===== src/hw/rtl/kscm_pkg.sv =====
package kscm_pkg;

  localparam logic [31:0] MASK_FIRST    = 32'h11111111;
  localparam logic [31:0] MASK_UNPADDED = 32'h22222222;
  localparam logic [31:0] MASK_PADDED   = 32'h44444444;
  localparam logic [7:0]  PAD_BYTE      = 8'h80;
  localparam int          KEY_WORDS     = 4;

  typedef logic [15:0][31:0] blk_t;
  typedef logic [7:0][31:0]  chain_t;
  typedef logic [KEY_WORDS-1:0][63:0] key_t;

  typedef struct packed {
    logic busy;
    logic done;
  } core_stat_t;

  function automatic logic [31:0] big_sig0(input logic [31:0] x);
    big_sig0 = {x[1:0], x[31:2]} ^ {x[12:0], x[31:13]} ^ {x[21:0], x[31:22]};
  endfunction

  function automatic logic [31:0] big_sig1(input logic [31:0] x);
    big_sig1 = {x[5:0], x[31:6]} ^ {x[10:0], x[31:11]} ^ {x[24:0], x[31:25]};
  endfunction

  function automatic logic [31:0] sml_sig0(input logic [31:0] x);
    sml_sig0 = {x[6:0], x[31:7]} ^ {x[17:0], x[31:18]} ^ (x >> 3);
  endfunction

  function automatic logic [31:0] sml_sig1(input logic [31:0] x);
    sml_sig1 = {x[16:0], x[31:17]} ^ {x[18:0], x[31:19]} ^ (x >> 10);
  endfunction

  function automatic logic [31:0] round_k(input logic [5:0] idx);
    case (idx)
      6'd0:  round_k = 32'h428a2f98;  6'd1:  round_k = 32'h71374491;
      6'd2:  round_k = 32'hb5c0fbcf;  6'd3:  round_k = 32'he9b5dba5;
      6'd4:  round_k = 32'h3956c25b;  6'd5:  round_k = 32'h59f111f1;
      6'd6:  round_k = 32'h923f82a4;  6'd7:  round_k = 32'hab1c5ed5;
      6'd8:  round_k = 32'hd807aa98;  6'd9:  round_k = 32'h12835b01;
      6'd10: round_k = 32'h243185be;  6'd11: round_k = 32'h550c7dc3;
      6'd12: round_k = 32'h72be5d74;  6'd13: round_k = 32'h80deb1fe;
      6'd14: round_k = 32'h9bdc06a7;  6'd15: round_k = 32'hc19bf174;
      6'd16: round_k = 32'he49b69c1;  6'd17: round_k = 32'hefbe4786;
      6'd18: round_k = 32'h0fc19dc6;  6'd19: round_k = 32'h240ca1cc;
      6'd20: round_k = 32'h2de92c6f;  6'd21: round_k = 32'h4a7484aa;
      6'd22: round_k = 32'h5cb0a9dc;  6'd23: round_k = 32'h76f988da;
      6'd24: round_k = 32'h983e5152;  6'd25: round_k = 32'ha831c66d;
      6'd26: round_k = 32'hb00327c8;  6'd27: round_k = 32'hbf597fc7;
      6'd28: round_k = 32'hc6e00bf3;  6'd29: round_k = 32'hd5a79147;
      6'd30: round_k = 32'h06ca6351;  6'd31: round_k = 32'h14292967;
      6'd32: round_k = 32'h27b70a85;  6'd33: round_k = 32'h2e1b2138;
      6'd34: round_k = 32'h4d2c6dfc;  6'd35: round_k = 32'h53380d13;
      6'd36: round_k = 32'h650a7354;  6'd37: round_k = 32'h766a0abb;
      6'd38: round_k = 32'h81c2c92e;  6'd39: round_k = 32'h92722c85;
      6'd40: round_k = 32'ha2bfe8a1;  6'd41: round_k = 32'ha81a664b;
      6'd42: round_k = 32'hc24b8b70;  6'd43: round_k = 32'hc76c51a3;
      6'd44: round_k = 32'hd192e819;  6'd45: round_k = 32'hd6990624;
      6'd46: round_k = 32'hf40e3585;  6'd47: round_k = 32'h106aa070;
      6'd48: round_k = 32'h19a4c116;  6'd49: round_k = 32'h1e376c08;
      6'd50: round_k = 32'h2748774c;  6'd51: round_k = 32'h34b0bcb5;
      6'd52: round_k = 32'h391c0cb3;  6'd53: round_k = 32'h4ed8aa4a;
      6'd54: round_k = 32'h5b9cca4f;  6'd55: round_k = 32'h682e6ff3;
      6'd56: round_k = 32'h748f82ee;  6'd57: round_k = 32'h78a5636f;
      6'd58: round_k = 32'h84c87814;  6'd59: round_k = 32'h8cc70208;
      6'd60: round_k = 32'h90befffa;  6'd61: round_k = 32'ha4506ceb;
      6'd62: round_k = 32'hbef9a3f7;  6'd63: round_k = 32'hc67178f2;
      default: round_k = 32'h0;
    endcase
  endfunction

endpackage


===== src/hw/rtl/kscm_core.sv =====
module kscm_core import kscm_pkg::*; (
  input  logic       clk,
  input  logic       rst,
  input  logic       start,
  input  blk_t       block,
  input  chain_t     init,
  output chain_t     vars,
  output core_stat_t stat
);

  blk_t       w;
  logic [5:0] round;
  logic [31:0] t1, t2, w_new;

  // w[0] always holds the current schedule word; the window slides by one per round
  always_comb begin
    w_new = sml_sig1(w[14]) + w[9] + sml_sig0(w[1]) + w[0];
    t1 = vars[7] + big_sig1(vars[4]) + ((vars[4] & vars[5]) ^ (~vars[4] & vars[6]))
         + round_k(round) + w[0];
    t2 = big_sig0(vars[0]) + ((vars[0] & vars[1]) ^ (vars[0] & vars[2]) ^ (vars[1] & vars[2]));
  end

  always_ff @(posedge clk) begin
    if (rst) begin
      stat  <= '0;
      round <= '0;
    end else begin
      stat.done <= 1'b0;
      if (start) begin
        stat.busy <= 1'b1;
        round     <= '0;
      end else if (stat.busy) begin
        round <= round + 6'd1;
        if (round == 6'd63) begin
          stat.busy <= 1'b0;
          stat.done <= 1'b1;
        end
      end
    end
  end

  always_ff @(posedge clk) begin
    if (start) begin
      w    <= block;
      vars <= init;
    end else if (stat.busy) begin
      w    <= {w_new, w[15:1]};
      vars <= {vars[6:4], vars[3] + t1, vars[2:0], t1 + t2};
    end
  end

endmodule


===== config.mk =====
export PLATFORM = sky130hd
export DESIGN_NAME = kscm_core
export DESIGN_NICKNAME = d
export VERILOG_FILES = /design/src/hw/rtl/kscm_pkg.sv /design/src/hw/rtl/kscm_core.sv
export SDC_FILE = /design/constraint.sdc
export NUM_CORES = 2
export LEC_CHECK = 0
export BUFFER_PORTS_ARGS = -buffer_cell sky130_fd_sc_hd__buf_2
export CORE_AREA = 2 2 400 402
export DETAILED_ROUTE_END_ITERATION = 8
export DIE_AREA = 0 0 402 404
export HOLD_SLACK_MARGIN = 0.06
export PLACE_DENSITY = 0.63
export RECOVER_POWER = 50
export SLEW_MARGIN = 30
export SYNTH_ARGS = -nofsm -noshare
export SYNTH_HDL_FRONTEND = slang
export SYNTH_SLANG_ARGS = --single-unit

===== constraint.sdc =====
create_clock -name clk -period 14.8 [get_ports clk]
set_input_delay 3.7 -clock clk [delete_from_list [all_inputs] [get_ports clk]]
set_output_delay 3.7 -clock clk [all_outputs]
set_load 0.01 [all_outputs]

==> key figures <==
STA
  • Tmin final: 11.22 ns
  • Slew Limit Fails: 855
  • Finish-stage setup viols: 0
  • Setup TNS Final: 0 ns
  • Fmax: 0.08910 GHz
  • Worst slew margin: -1.776
  • Hold Vio Cnt, Final: 0
  • Clk_skew: 0.07879 ns
  • RSZ-0062 raised after global routing: no
  • Crit share post-route: 0.7583
  • Worst-Margin Slew: 4.164 ns

Status
  • Failing checks: max-capacitance violations, max-slew violations
  • Status: finished with violations

Synth
  • Yosys top cell by area: edfxtp_1
  • Synth top area share: 0.4622
  • Simple logic cell fraction of the synthesized area: 0.04769
  • Main combinational cell family by area after synthesis: multiplexers
  • Register bit count reported by yosys: 808
  • Largest cells by area after synthesis: edfxtp_1 (46%), mux2_2 (15%), fa_1 (7.5%), ha_1 (3.6%), xnor2_1 (3.5%)
  • Unique masters post-synth: 74
  • Mux share of post-synthesis cell area: 0.1561
  • Synth warn: 0
  • Post-synth EDFFs: 768
  • Synth Cell Area: 0.04990 mm²
  • Synth Instances: 4124
  • Adder-cell share of the synthesized area: 0.1112
  • Post-synthesis compound-gate area fraction: 0.09178
  • Sequential element share of the synthesized area: 0.4782
  • Xor and xnor area share after synthesis: 0.06417
  • Synth Flop Type: edfxtp_1
  • Syn Nets: 5224
  • Fraction of registers with async set/reset: 0
  • Mapped Avg Cell Area: 12.10 µm²

Worst hold path
  • Hold path depth: 1
  • Worst Hold Launch: w[498]
  • Min-delay worst type: flop to flop
  • Worst hold endpoint: w[466]

Clocking
  • H-tree depth: 3
  • Clock Latency Late Sink: 0.76 ns
  • CTS Root Cell: clkbuf_16
  • # Post-CTS Setup Buffers: 0
  • Resized Gates After CTS: 0
  • Hold buffer count at CTS: 0
  • TritonCTS Buffers: 94
  • Clk buf depth: 3
  • TritonCTS clock tree: yes
  • CTS clk-pin slew, worst paths: 0.06 ns
  • Clock tree sinks: 808

Finish
  • Final Non-Filler Cells: 7233
  • Final #Nets: 6156
  • Share of layout cells above drive strength 1: 0.3106
  • Area Overhead vs Synth: 19.94%

Global route
  • Grt total ovfl: 0
  • Vias in the first global route: 36391
  • Met3 GRT Util: 0.06987
  • Met2 Use GR: 0.4118
  • GR peak layer: met2
  • Met1 Usage GRT: 0.3219
  • First-pass GRT wire length: 285600 µm
  • Initial antenna violation count: 116
  • Global Route Usage Sum: 0.2513
  • Largest net degree at the start of global routing: 195

Worst setup path
  • Worst r2r path cells: 28
  • CP arrival: 11.73 ns
  • CP cell instances: clkbuf_1 > buf_4 > clkbuf_1 > buf_4 > buf_12 > mux2_2
  • Startpoint class of the critical path: primary input
  • FF-to-FF Start: vars[154]
  • CP max-delay cell: clkbuf_1
  • Crit end category: flop
  • CP Class: primary input to flop
  • Reg-to-reg endpoint: vars[26]
  • Largest stage delay, worst path: 2.43 ns
  • Reg2Reg Setup Slack: 6.34 ns
  • Worst-path maximum fanout: 194
  • Data required, critical path: 15.31 ns

Route
  • DRC: 0
  • WL final: 211900 µm
  • Vias/cell: 5.165
  • Initial DRC count: 3702
  • Routed Antenna Nets: 0
  • Per-cell routed wire length: 29.29 µm
  • Via count: 37355
  • First-pass DRT Iterations: 5

Floorplan
  • # rows: 146
  • Die Width: 402 µm
  • Die Area: 0.1624 mm²
  • Core Box Area: 0.1578 mm²
  • Die height: 404 µm
  • # IOs: 1029
  • Starting Density: 0.3161

Place
  • Placed Instances: 7031
  • DP HPWL: 170500 µm
  • PortBufs: 1028
  • Final GP Congestion: 0.9427

Flow run
  • Max-cap violation count: 15
==> kinds of logic (layout without fill, tap and decap cells) <==
logic type,Yosys count,after routing
simple gates,534,534
mux,692,692
fa+ha+maj,332,332
flops,808,808
compound gates,723,723
xor+xnor,362,362
buf+inv,673,1678
other cells,0,32
==> per-layer routing <==
| layer | share of wire | vias to the layer above |
|---|---|---|
| met5 | 0.0019 | - |
| met1 | 0.40 | 18602 |
| li1 | - | 16573 |
| met2 | 0.47 | 1752 |
| met3 | 0.092 | 364 |
| met4 | 0.032 | 64 |
==> synth_stat cells (10+ instances only) <==
cell / instances
fa_1: 187
edfxtp_1: 768
nand2b_1: 24
xnor2_1: 200
nand2_1: 228
o31ai_1: 11
clkbuf_1: 216
ha_1: 142
nor2b_1: 10
inv_1: 434
o21bai_1: 27
and3_1: 12
nand4_1: 11
nor2_1: 129
a211oi_1: 26
a21oi_1: 163
dfxtp_1: 40
buf_1: 18
a311oi_1: 20
o21ai_0: 233
and2_1: 10
a31oi_1: 20
mux2_2: 685
nor3_1: 42
xor2_1: 160
o211ai_1: 31
a21o_1: 77
nand3_1: 36
o21a_1: 15
a221oi_1: 13
==> through the flow <==
stage | cell area (µm²) | utilization | setup slack (ns) | hold WS, ns
6_report | 59840 | 0.3792 | 3.577 | 0.4805
5_1_grt | 59810 | 0.3790 | 3.158 | 0.5249
4_1_cts | 60150 | 0.3811 | 6.485 | 0.4833
3_5_place_dp | 57130 | 0.3620 | 6.589 | 0.5323
3_3_place_gp | 57120 | 0.3619 | 6.597 | 0.5261
2_1_floorplan | 49900 | - | 0.3271 | 0.4608
==> layout make-up <==
| class | instances | area, µm² |
|---|---|---|
| Fill cell | 15646 | 97990 |
| Sequential cell | 808 | 23860 |
| Multi-Input combinational cell | 2643 | 23510 |
| Timing Repair Buffer | 1071 | 5137 |
| Tap cell | 2072 | 2592 |
| Clock buffer | 117 | 2439 |
| Inverter | 438 | 1644 |
| Clock inverter | 52 | 584.3 |
| Antenna cell | 32 | 80.08 |
==> registers in the layout, summed over array words and instances, names as in the netlist, named ones only <==
signal / flops
vars: 256
stat: 2
round: 6
w: 512
==> placed cells by master (no fill, tap or decap), types with 40 or more instances in the layout <==
| cell type | Yosys | routed |
|---|---|---|
| buf_2 | 0 | 770 |
| edfxtp_1 | 768 | 768 |
| mux2_2 | 685 | 647 |
| inv_1 | 434 | 433 |
| clkbuf_1 | 216 | 296 |
| o21ai_0 | 233 | 233 |
| nand2_1 | 228 | 228 |
| xnor2_1 | 200 | 200 |
| fa_1 | 187 | 187 |
| a21oi_1 | 163 | 163 |
| xor2_1 | 160 | 160 |
| ha_1 | 142 | 142 |
| nor2_1 | 129 | 129 |
| clkbuf_16 | 0 | 94 |
| a21o_1 | 77 | 77 |
| nor3_1 | 42 | 42 |
| dfxtp_1 | 40 | 40 |
==> critical path: cells and delay by family <==
kind,cells,cell delay (ns)
buffers and inverters,5,7.22
multiplexers,1,0.43
==> worst max path at each step <==
stage | from | end
6_report | start | w[84]
5_1_grt | start | w[84]
4_1_cts | vars[154] | vars[31]
3_5_place_dp | vars[154] | vars[31]
3_3_place_gp | vars[154] | vars[30]
2_1_floorplan | start | vars[0]
Power is left out: the tool's default activity adds up to more than one toggle a clock period on the data nets, which glitch-free logic cannot reach.
