==> src/hw/rtl/kscm_pkg.sv <==
package kscm_pkg;

  localparam logic [31:0] MASK_FIRST    = 32'h11111111;
  localparam logic [31:0] MASK_UNPADDED = 32'h22222222;
  localparam logic [31:0] MASK_PADDED   = 32'h44444444;
  localparam logic [7:0]  PAD_BYTE      = 8'h80;
  localparam int          KEY_WORDS     = 4;

  typedef logic [15:0][31:0] blk_t;
  typedef logic [7:0][31:0]  chain_t;
  typedef logic [KEY_WORDS-1:0][63:0] key_t;

  typedef struct packed {
    logic busy;
    logic done;
  } core_stat_t;

  function automatic logic [31:0] big_sig0(input logic [31:0] x);
    big_sig0 = {x[1:0], x[31:2]} ^ {x[12:0], x[31:13]} ^ {x[21:0], x[31:22]};
  endfunction

  function automatic logic [31:0] big_sig1(input logic [31:0] x);
    big_sig1 = {x[5:0], x[31:6]} ^ {x[10:0], x[31:11]} ^ {x[24:0], x[31:25]};
  endfunction

  function automatic logic [31:0] sml_sig0(input logic [31:0] x);
    sml_sig0 = {x[6:0], x[31:7]} ^ {x[17:0], x[31:18]} ^ (x >> 3);
  endfunction

  function automatic logic [31:0] sml_sig1(input logic [31:0] x);
    sml_sig1 = {x[16:0], x[31:17]} ^ {x[18:0], x[31:19]} ^ (x >> 10);
  endfunction

  function automatic logic [31:0] round_k(input logic [5:0] idx);
    case (idx)
      6'd0:  round_k = 32'h428a2f98;  6'd1:  round_k = 32'h71374491;
      6'd2:  round_k = 32'hb5c0fbcf;  6'd3:  round_k = 32'he9b5dba5;
      6'd4:  round_k = 32'h3956c25b;  6'd5:  round_k = 32'h59f111f1;
      6'd6:  round_k = 32'h923f82a4;  6'd7:  round_k = 32'hab1c5ed5;
      6'd8:  round_k = 32'hd807aa98;  6'd9:  round_k = 32'h12835b01;
      6'd10: round_k = 32'h243185be;  6'd11: round_k = 32'h550c7dc3;
      6'd12: round_k = 32'h72be5d74;  6'd13: round_k = 32'h80deb1fe;
      6'd14: round_k = 32'h9bdc06a7;  6'd15: round_k = 32'hc19bf174;
      6'd16: round_k = 32'he49b69c1;  6'd17: round_k = 32'hefbe4786;
      6'd18: round_k = 32'h0fc19dc6;  6'd19: round_k = 32'h240ca1cc;
      6'd20: round_k = 32'h2de92c6f;  6'd21: round_k = 32'h4a7484aa;
      6'd22: round_k = 32'h5cb0a9dc;  6'd23: round_k = 32'h76f988da;
      6'd24: round_k = 32'h983e5152;  6'd25: round_k = 32'ha831c66d;
      6'd26: round_k = 32'hb00327c8;  6'd27: round_k = 32'hbf597fc7;
      6'd28: round_k = 32'hc6e00bf3;  6'd29: round_k = 32'hd5a79147;
      6'd30: round_k = 32'h06ca6351;  6'd31: round_k = 32'h14292967;
      6'd32: round_k = 32'h27b70a85;  6'd33: round_k = 32'h2e1b2138;
      6'd34: round_k = 32'h4d2c6dfc;  6'd35: round_k = 32'h53380d13;
      6'd36: round_k = 32'h650a7354;  6'd37: round_k = 32'h766a0abb;
      6'd38: round_k = 32'h81c2c92e;  6'd39: round_k = 32'h92722c85;
      6'd40: round_k = 32'ha2bfe8a1;  6'd41: round_k = 32'ha81a664b;
      6'd42: round_k = 32'hc24b8b70;  6'd43: round_k = 32'hc76c51a3;
      6'd44: round_k = 32'hd192e819;  6'd45: round_k = 32'hd6990624;
      6'd46: round_k = 32'hf40e3585;  6'd47: round_k = 32'h106aa070;
      6'd48: round_k = 32'h19a4c116;  6'd49: round_k = 32'h1e376c08;
      6'd50: round_k = 32'h2748774c;  6'd51: round_k = 32'h34b0bcb5;
      6'd52: round_k = 32'h391c0cb3;  6'd53: round_k = 32'h4ed8aa4a;
      6'd54: round_k = 32'h5b9cca4f;  6'd55: round_k = 32'h682e6ff3;
      6'd56: round_k = 32'h748f82ee;  6'd57: round_k = 32'h78a5636f;
      6'd58: round_k = 32'h84c87814;  6'd59: round_k = 32'h8cc70208;
      6'd60: round_k = 32'h90befffa;  6'd61: round_k = 32'ha4506ceb;
      6'd62: round_k = 32'hbef9a3f7;  6'd63: round_k = 32'hc67178f2;
      default: round_k = 32'h0;
    endcase
  endfunction

endpackage

==> src/hw/rtl/kscm_regs.sv <==
module kscm_regs import kscm_pkg::*; (
  input  logic        clk,
  input  logic        rst,
  input  logic        psel,
  input  logic        penable,
  input  logic        pwrite,
  input  logic [4:0]  paddr,
  input  logic [63:0] pwdata,
  output logic [63:0] prdata,
  output logic        pready,
  output key_t        key
);

  assign pready = 1'b1;
  assign prdata = key[paddr[4:3]];

  always_ff @(posedge clk) begin
    if (rst) begin
      key <= '0;
    end else if (psel && penable && pwrite) begin
      key[paddr[4:3]] <= pwdata;
    end
  end

endmodule

==> config.mk <==
export PLATFORM = sky130hd
export DESIGN_NAME = kscm_regs
export DESIGN_NICKNAME = d
export VERILOG_FILES = /design/src/hw/rtl/kscm_pkg.sv /design/src/hw/rtl/kscm_regs.sv
export SDC_FILE = /design/constraint.sdc
export NUM_CORES = 1
export LEC_CHECK = 0
export BUFFER_PORTS_ARGS = -buffer_cell sky130_fd_sc_hd__buf_4
export CAP_MARGIN = 20
export CORE_AREA = 3 3 154 156
export DETAILED_ROUTE_END_ITERATION = 8
export DIE_AREA = 0 0 157 159
export HOLD_SLACK_MARGIN = 0.02
export MAX_ROUTING_LAYER = met4
export PLACE_DENSITY = 0.93
export SETUP_SLACK_MARGIN = 0.5
export SLEW_MARGIN = 10
export SYNTH_ARGS = -nofsm -noshare
export SYNTH_HDL_FRONTEND = slang
export SYNTH_SLANG_ARGS = --single-unit
==> constraint.sdc <==
create_clock -name clk -period 2.1 [get_ports clk]
set_input_delay 0.21 -clock clk [delete_from_list [all_inputs] [get_ports clk]]
set_output_delay 0.21 -clock clk [all_outputs]
set_load 0.05 [all_outputs]
==> results_dict.tcl, run 1 <==
set metrics [dict create \
    status "completed" \
    diodes 0 \
    routedWlPerCell_um 25.1 \
    grt_max_degree 93 \
    synthDominantCellAreaShare_pct 44.0 \
    floorplan.initialDensity_pct 51.8 \
    postLayoutCellArea_mm2 0.0179 \
    tightest_slew_ps 603 \
    h-tree-depth 1 \
    grt_pass1_wl_um 70000 \
    synth_edf_count 0 \
    io_pins 395 \
    wl_met3_um 3860 \
    drc 0 \
    worstPathArrival_ps 1590 \
    cp_max_fo 3 \
    cts_tree "done" \
    via_per_inst 5.96 \
    die_area_mm2 0.0250 \
    largest_reg_flops 256 \
    finalCritPeriodShare_pct 85.9 \
    synth_commonest_cells "nand2b_1 (257), dfxtp_1 (256), mux2i_1 (192)" \
    grt_pass1_vias 12210 \
    synth_warnings 0 \
    drt_pass1_iterations 5 \
    yosysUniqueCellTypes 18 \
    worstSetupEndpointType "output port" \
    yosysSeqAreaShare_pct 44.0 \
    die_w_um 157 \
    post-dp-hpwl_um 24700 \
    clock-sinks 256 \
    period_minus_slack_ps 1800 \
    ant_nets 0 \
    fmax_mhz 555 \
    seq_power_share_pct 44.7 \
    largestRegisters "key (256)" \
    met2_length_um 24200 \
    cts_root_buf "clkbuf_16" \
    yosysMostFrequentCell "nand2b_1" \
    slew_violations 0 \
    cp_cell_sequence "mux4_2, buf_8" \
    netSwitchingFraction_pct 25.5 \
    power-per-cell-area_mw_per_mm2 623 \
    clock_power_share_pct 43.6 \
    p_leak_uw 0.00853 \
    port_buffers 390 \
    antenna_found_initial 0 \
    fill_cells 1122 \
    postPlaceCellArea_mm2 0.0148 \
    gr-total-overflow 0 \
    synth-async-reset-ratio_pct 0 \
    max-slew-margin-rel_pct 59.8 \
    ys.flop_type "dfxtp_1" \
    path_delay_family "multiplexers" \
    grtUsageTotal_pct 36.6 \
    syn2layout_area_growth_pct 53.1 \
    cp_data_required_time_ps 1890 \
    min_path_type "input pin to flop" \
    row_count 55 \
    clkTransAtPathRegs_ps 70 \
    dp_cells 1671 \
    critPathBufInv 1 \
    critical_path_class "flop to output port" \
    syn_inst 1062 \
    critPathSlowestCell "mux4_2" \
    power_frac_comb_pct 11.7 \
    clock_latency_ps 520 \
    totalWireLength_um 47600 \
    die_h_um 159 \
    syn-num-nets 1136 \
    hold_viol 0 \
    synth.ff_latch_count 256 \
    clock_path_buffers 3 \
    synth_area_leaders "dfxtp_1 (44%), mux2i_1 (16%), nand2b_1 (14%)" \
    place_congestion 0.842 \
    start_kind "flop" \
    drive_above_1_share_pct 57.1 \
    met1_length_um 16500 \
    top_register "key" \
    vias 11314 \
    rsz0062_at_grt "yes" \
    ir_drop_mv 0.446 \
    crit_path_max_incr_delay_ps 510 \
    fin_nets 1668 \
    finClkSkew_ps 0 \
    fin_tns_setup_ps 0 \
    drt_iter0_drc 1181 \
    core_mm2 0.0225 \
    p_int_uw 8290 \
    synthesis.area_mm2 0.0117 \
    dr.max_layer_used "met4" \
    cap_violations 0 \
    setup_viol 0 \
    switchingPower_uw 2830 \
    cts_made_buffers 25 \
    synth_top_cell_by_area "dfxtp_1" \
    layout.cells.non_filler 1897 \
    avgSynthCellArea_um2 11.0 \
]
power groups by stage:
stage | combinational [uW] | clock (uW) | sequential [uW]
after global placement | 1090 | 0 | 5080
after CTS | 1240 | 4800 | 4970
after detailed placement | 1110 | 0 | 5080
after global routing | 1350 | 5040 | 4970
final | 1300 | 4840 | 4970
after floorplan | 527 | 0 | 5280
final timing paths:
check,to,startpoint,slack [ps],depth (start not counted)
setup / recovery,prdata[28],key[28],300,2
hold / removal,key[252],pwdata[60],40,3
setup reg to reg,key[119],key[119],1100,4
hold reg to reg,key[133],key[133],480,2
layout make-up:
cell class                 instances  area (um2)  area share (%)
inverter                           1        3.75          0.0210
tap                              285         357            2.00
clock buffer                      34         699            3.92
clock inverter                    11         165           0.925
timing repair buffer             598        5140            28.8
multi-input combinational        712        6070            34.0
sequential                       256        5420            30.4
logic make-up (layout without fill, tap and decap cells):
group	Yosys count	count (layout)	share of synthesized area [%]
buffers and inverters	94	644	4.15
DFF	256	256	44.0
AOI/OAI and AO/OA	128	128	5.49
other	1	1	0.0322
and+or+nand+nor	327	327	17.5
muxes	256	256	28.8
repair_timing:
action | CTS | global route
setup endpoints to repair | 64 | 64
setup buffers | 142 | 24
resized for setup | 323 | 35
hold buffers | 15 | 0
endpoints found under the hold margin | 29 | 0
cell usage in the layout (no fill, tap or decap), drive strengths merged:
master / count
dfxtp: 256
dlygate4sd3: 15
nand3: 1
buf: 583
bufinv: 4
nand2b: 257
or3: 2
or2: 1
clkinvlp: 1
clkbuf: 34
nor3: 1
mux2i: 192
mux4: 64
nand4: 1
clkinv: 5
conb: 1
o21ai: 128
inv: 2
nor2b: 64
metrics by stage:
| step | hold WS (ps) | utilization [%] | power, uW | worst slack, ps |
|---|---|---|---|---|
| 3_3_place_gp | 470 | 65.9 | 6170 | 381 |
| 3_5_place_dp | 480 | 65.9 | 6190 | 337 |
| 5_1_grt | 52.0 | 79.3 | 11400 | 277 |
| 6_report | 39.9 | 79.3 | 11100 | 297 |
| 4_1_cts | 21.0 | 78.3 | 11000 | 318 |
| 2_1_floorplan | 420 | - | 5810 | 580 |
worst min-delay path: cells and delay by family:
kind	cells	cell delay [ps]
buf+inv	1	80
simple gates	1	100
mux	1	130
routing by layer:
| metal | vias to the layer above | track usage (%) |
|---|---|---|
| met5 | - | - |
| met4 | 0 | 22.3 |
| met3 | 245 | 8.83 |
| met2 | 804 | 61.5 |
| met1 | 5535 | 38.4 |
| li1 | 4730 | - |
No activity file was read; power rests on OpenSTA's default activity.
==> run 2: changes to the inputs <==
--- a/config.mk
+++ b/config.mk
@@ -7,12 +7,13 @@
 export LEC_CHECK = 0
 export BUFFER_PORTS_ARGS = -buffer_cell sky130_fd_sc_hd__buf_4
 export CAP_MARGIN = 20
-export CORE_AREA = 3 3 154 156
+export CORE_ASPECT_RATIO = 0.9
+export CORE_MARGIN = 3
+export CORE_UTILIZATION = 55
 export DETAILED_ROUTE_END_ITERATION = 8
-export DIE_AREA = 0 0 157 159
 export HOLD_SLACK_MARGIN = 0.02
 export MAX_ROUTING_LAYER = met4
-export PLACE_DENSITY = 0.93
+export PLACE_DENSITY = 0.95
 export SETUP_SLACK_MARGIN = 0.5
 export SLEW_MARGIN = 10
 export SYNTH_ARGS = -nofsm -noshare
==> results_dict.tcl, run 2 (same netlist as run 1, synthesis figures left out) <==
set metrics [dict create \
    gr-total-overflow 0 \
    fin_nets 1674 \
    fmax_mhz 556 \
    h-tree-depth 1 \
    floorplan.initialDensity_pct 57.1 \
    top_register "key" \
    grtUsageTotal_pct 42.1 \
    crit_path_end "prdata[16]" \
    grt_pass1_wl_um 73600 \
    grt_pass1_vias 12354 \
    via_per_inst 6.35 \
    fin_tns_setup_ps 0 \
    clkTransAtPathRegs_ps 60 \
    cp_max_fo 3 \
    reg2regPathDepth 4 \
    largest_reg_flops 256 \
    hold_viol 0 \
    layout.cells.non_filler 1896 \
    dp_cells 1663 \
    r2r-start "key[81]" \
    drt_pass1_iterations 7 \
    status "completed" \
    ant_nets 0 \
    die_w_um 159 \
    cts_tree "done" \
    finalWorstSetupSlack_ps 301 \
    diodes 0 \
    crit_path_start "key[80]" \
    totalWireLength_um 52700 \
    largestRegisters "key (256)" \
    syn2layout_area_growth_pct 52.4 \
    rsz0062_at_grt "yes" \
    row_count 49 \
    post-dp-hpwl_um 24800 \
    clock-sinks 256 \
    final_common_cell "buf_4" \
    worstPathArrival_ps 1590 \
    start_kind "flop" \
    place_congestion 0.870 \
    tightest_slew_ps 623 \
    power.total_uw 10700 \
    hold_ws_ps 45.2 \
    worstSetupEndpointType "output port" \
    die_h_um 144 \
    drt_iter0_drc 1307 \
    clock_latency_ps 510 \
    cp_data_required_time_ps 1890 \
    max-slew-margin-rel_pct 58.4 \
    r2r_end "key[81]" \
    core_mm2 0.0204 \
    finClkSkew_ps 0 \
    ir_drop_mv 0.560 \
    cap_violations 0 \
    rrSetupSlack_ps 770 \
    port_buffers 390 \
    setup_viol 0 \
    drive_above_1_share_pct 58.3 \
    slew_violations 0 \
    p_leak_uw 0.00855 \
    place_ws_ps 422 \
    cts_root_buf "clkbuf_16" \
    clock_path_buffers 3 \
    fill_cells 813 \
    routedWlPerCell_um 27.8 \
    drc 0 \
    finalCritPeriodShare_pct 85.7 \
    io_pins 395 \
    cts_made_buffers 25 \
    period_minus_slack_ps 1800 \
    critical_path_class "flop to output port" \
    die_area_mm2 0.0230 \
    vias 12045 \
    grt_max_degree 91 \
    layout_common_cells "buf_4 (526), nand2b_1 (256), dfxtp_2 (228)" \
    min_path_type "input pin to flop" \
    power-per-cell-area_mw_per_mm2 602 \
    antenna_found_initial 0 \
]
==> run 2: cell count changes in the layout (fill, tap and decap cells not counted), moves of 3 or more <==
cell | before | now
bufinv_16 | 4 | 0
buf_4 | 506 | 526
clkbuf_8 | 4 | 7
dfxtp_2 | 224 | 228
dfxtp_1 | 28 | 24
dlygate4sd3_1 | 15 | 2
==> run 2: how the worst min path moves through the flow <==
stage                     startpoint        to  slack (ps)  cells past startpoint
final                     pwdata[41]  key[233]          50                      3
after global placement        key[5]    key[5]         470                      2
after CTS                 pwdata[42]  key[170]          20                      3
after global routing      pwdata[51]  key[115]          50                      3
after detailed placement     key[19]   key[19]         480                      2
after floorplan           pwdata[50]  key[114]         420                      2
==> run 2: critical path, cell delays in order (launching register included) <==
cell     delay [ps]
dfxtp_1         370
mux4_2          530
buf_8           180
==> run 2: through the flow <==
step / instance area, um2 / util, %
global placement: 14800 / 72.5
finish: 17800 / 87.1
global route: 17800 / 87.1
CTS: 17600 / 86.1
floorplan: 11700 / -
detailed placement: 14800 / 72.5
==> run 2: metal layers <==
| layer | part of all wire (%) | vias to the layer above | track usage [%] |
|---|---|---|---|
| met5 | 0 | - | - |
| met4 | 9.1 | 0 | 27.1 |
| met3 | 10 | 421 | 9.88 |
| met2 | 49 | 1171 | 73.6 |
| met1 | 32 | 5708 | 43.1 |
| li1 | - | 4745 | - |
==> run 2: layout make-up <==
class | instances | area [um2] | area share, %
inverters | 1 | 3.75 | 0.0211
well taps | 280 | 350 | 1.97
repair buffers | 604 | 5150 | 29.0
clock buffers | 36 | 737 | 4.15
clock inverters | 7 | 37.5 | 0.211
multi-input cells | 712 | 6070 | 34.1
flip-flops and latches | 256 | 5430 | 30.5
==> run 2: repair_timing <==
action / 4_1_cts / 5_1_grt
resized for setup: 337 / 25
endpoints found under the hold margin: 3 / 0
setup endpoints to repair: 64 / 64
hold buffers: 2 / 0
setup buffers: 165 / 23
cloned: 0 / 0
==> run 2: power breakdown <==
group	internal, uW	switching (uW)	total (uW)
Combinational	521	790	1310
Sequential	4920	51.4	4970
Clock	2430	1990	4410
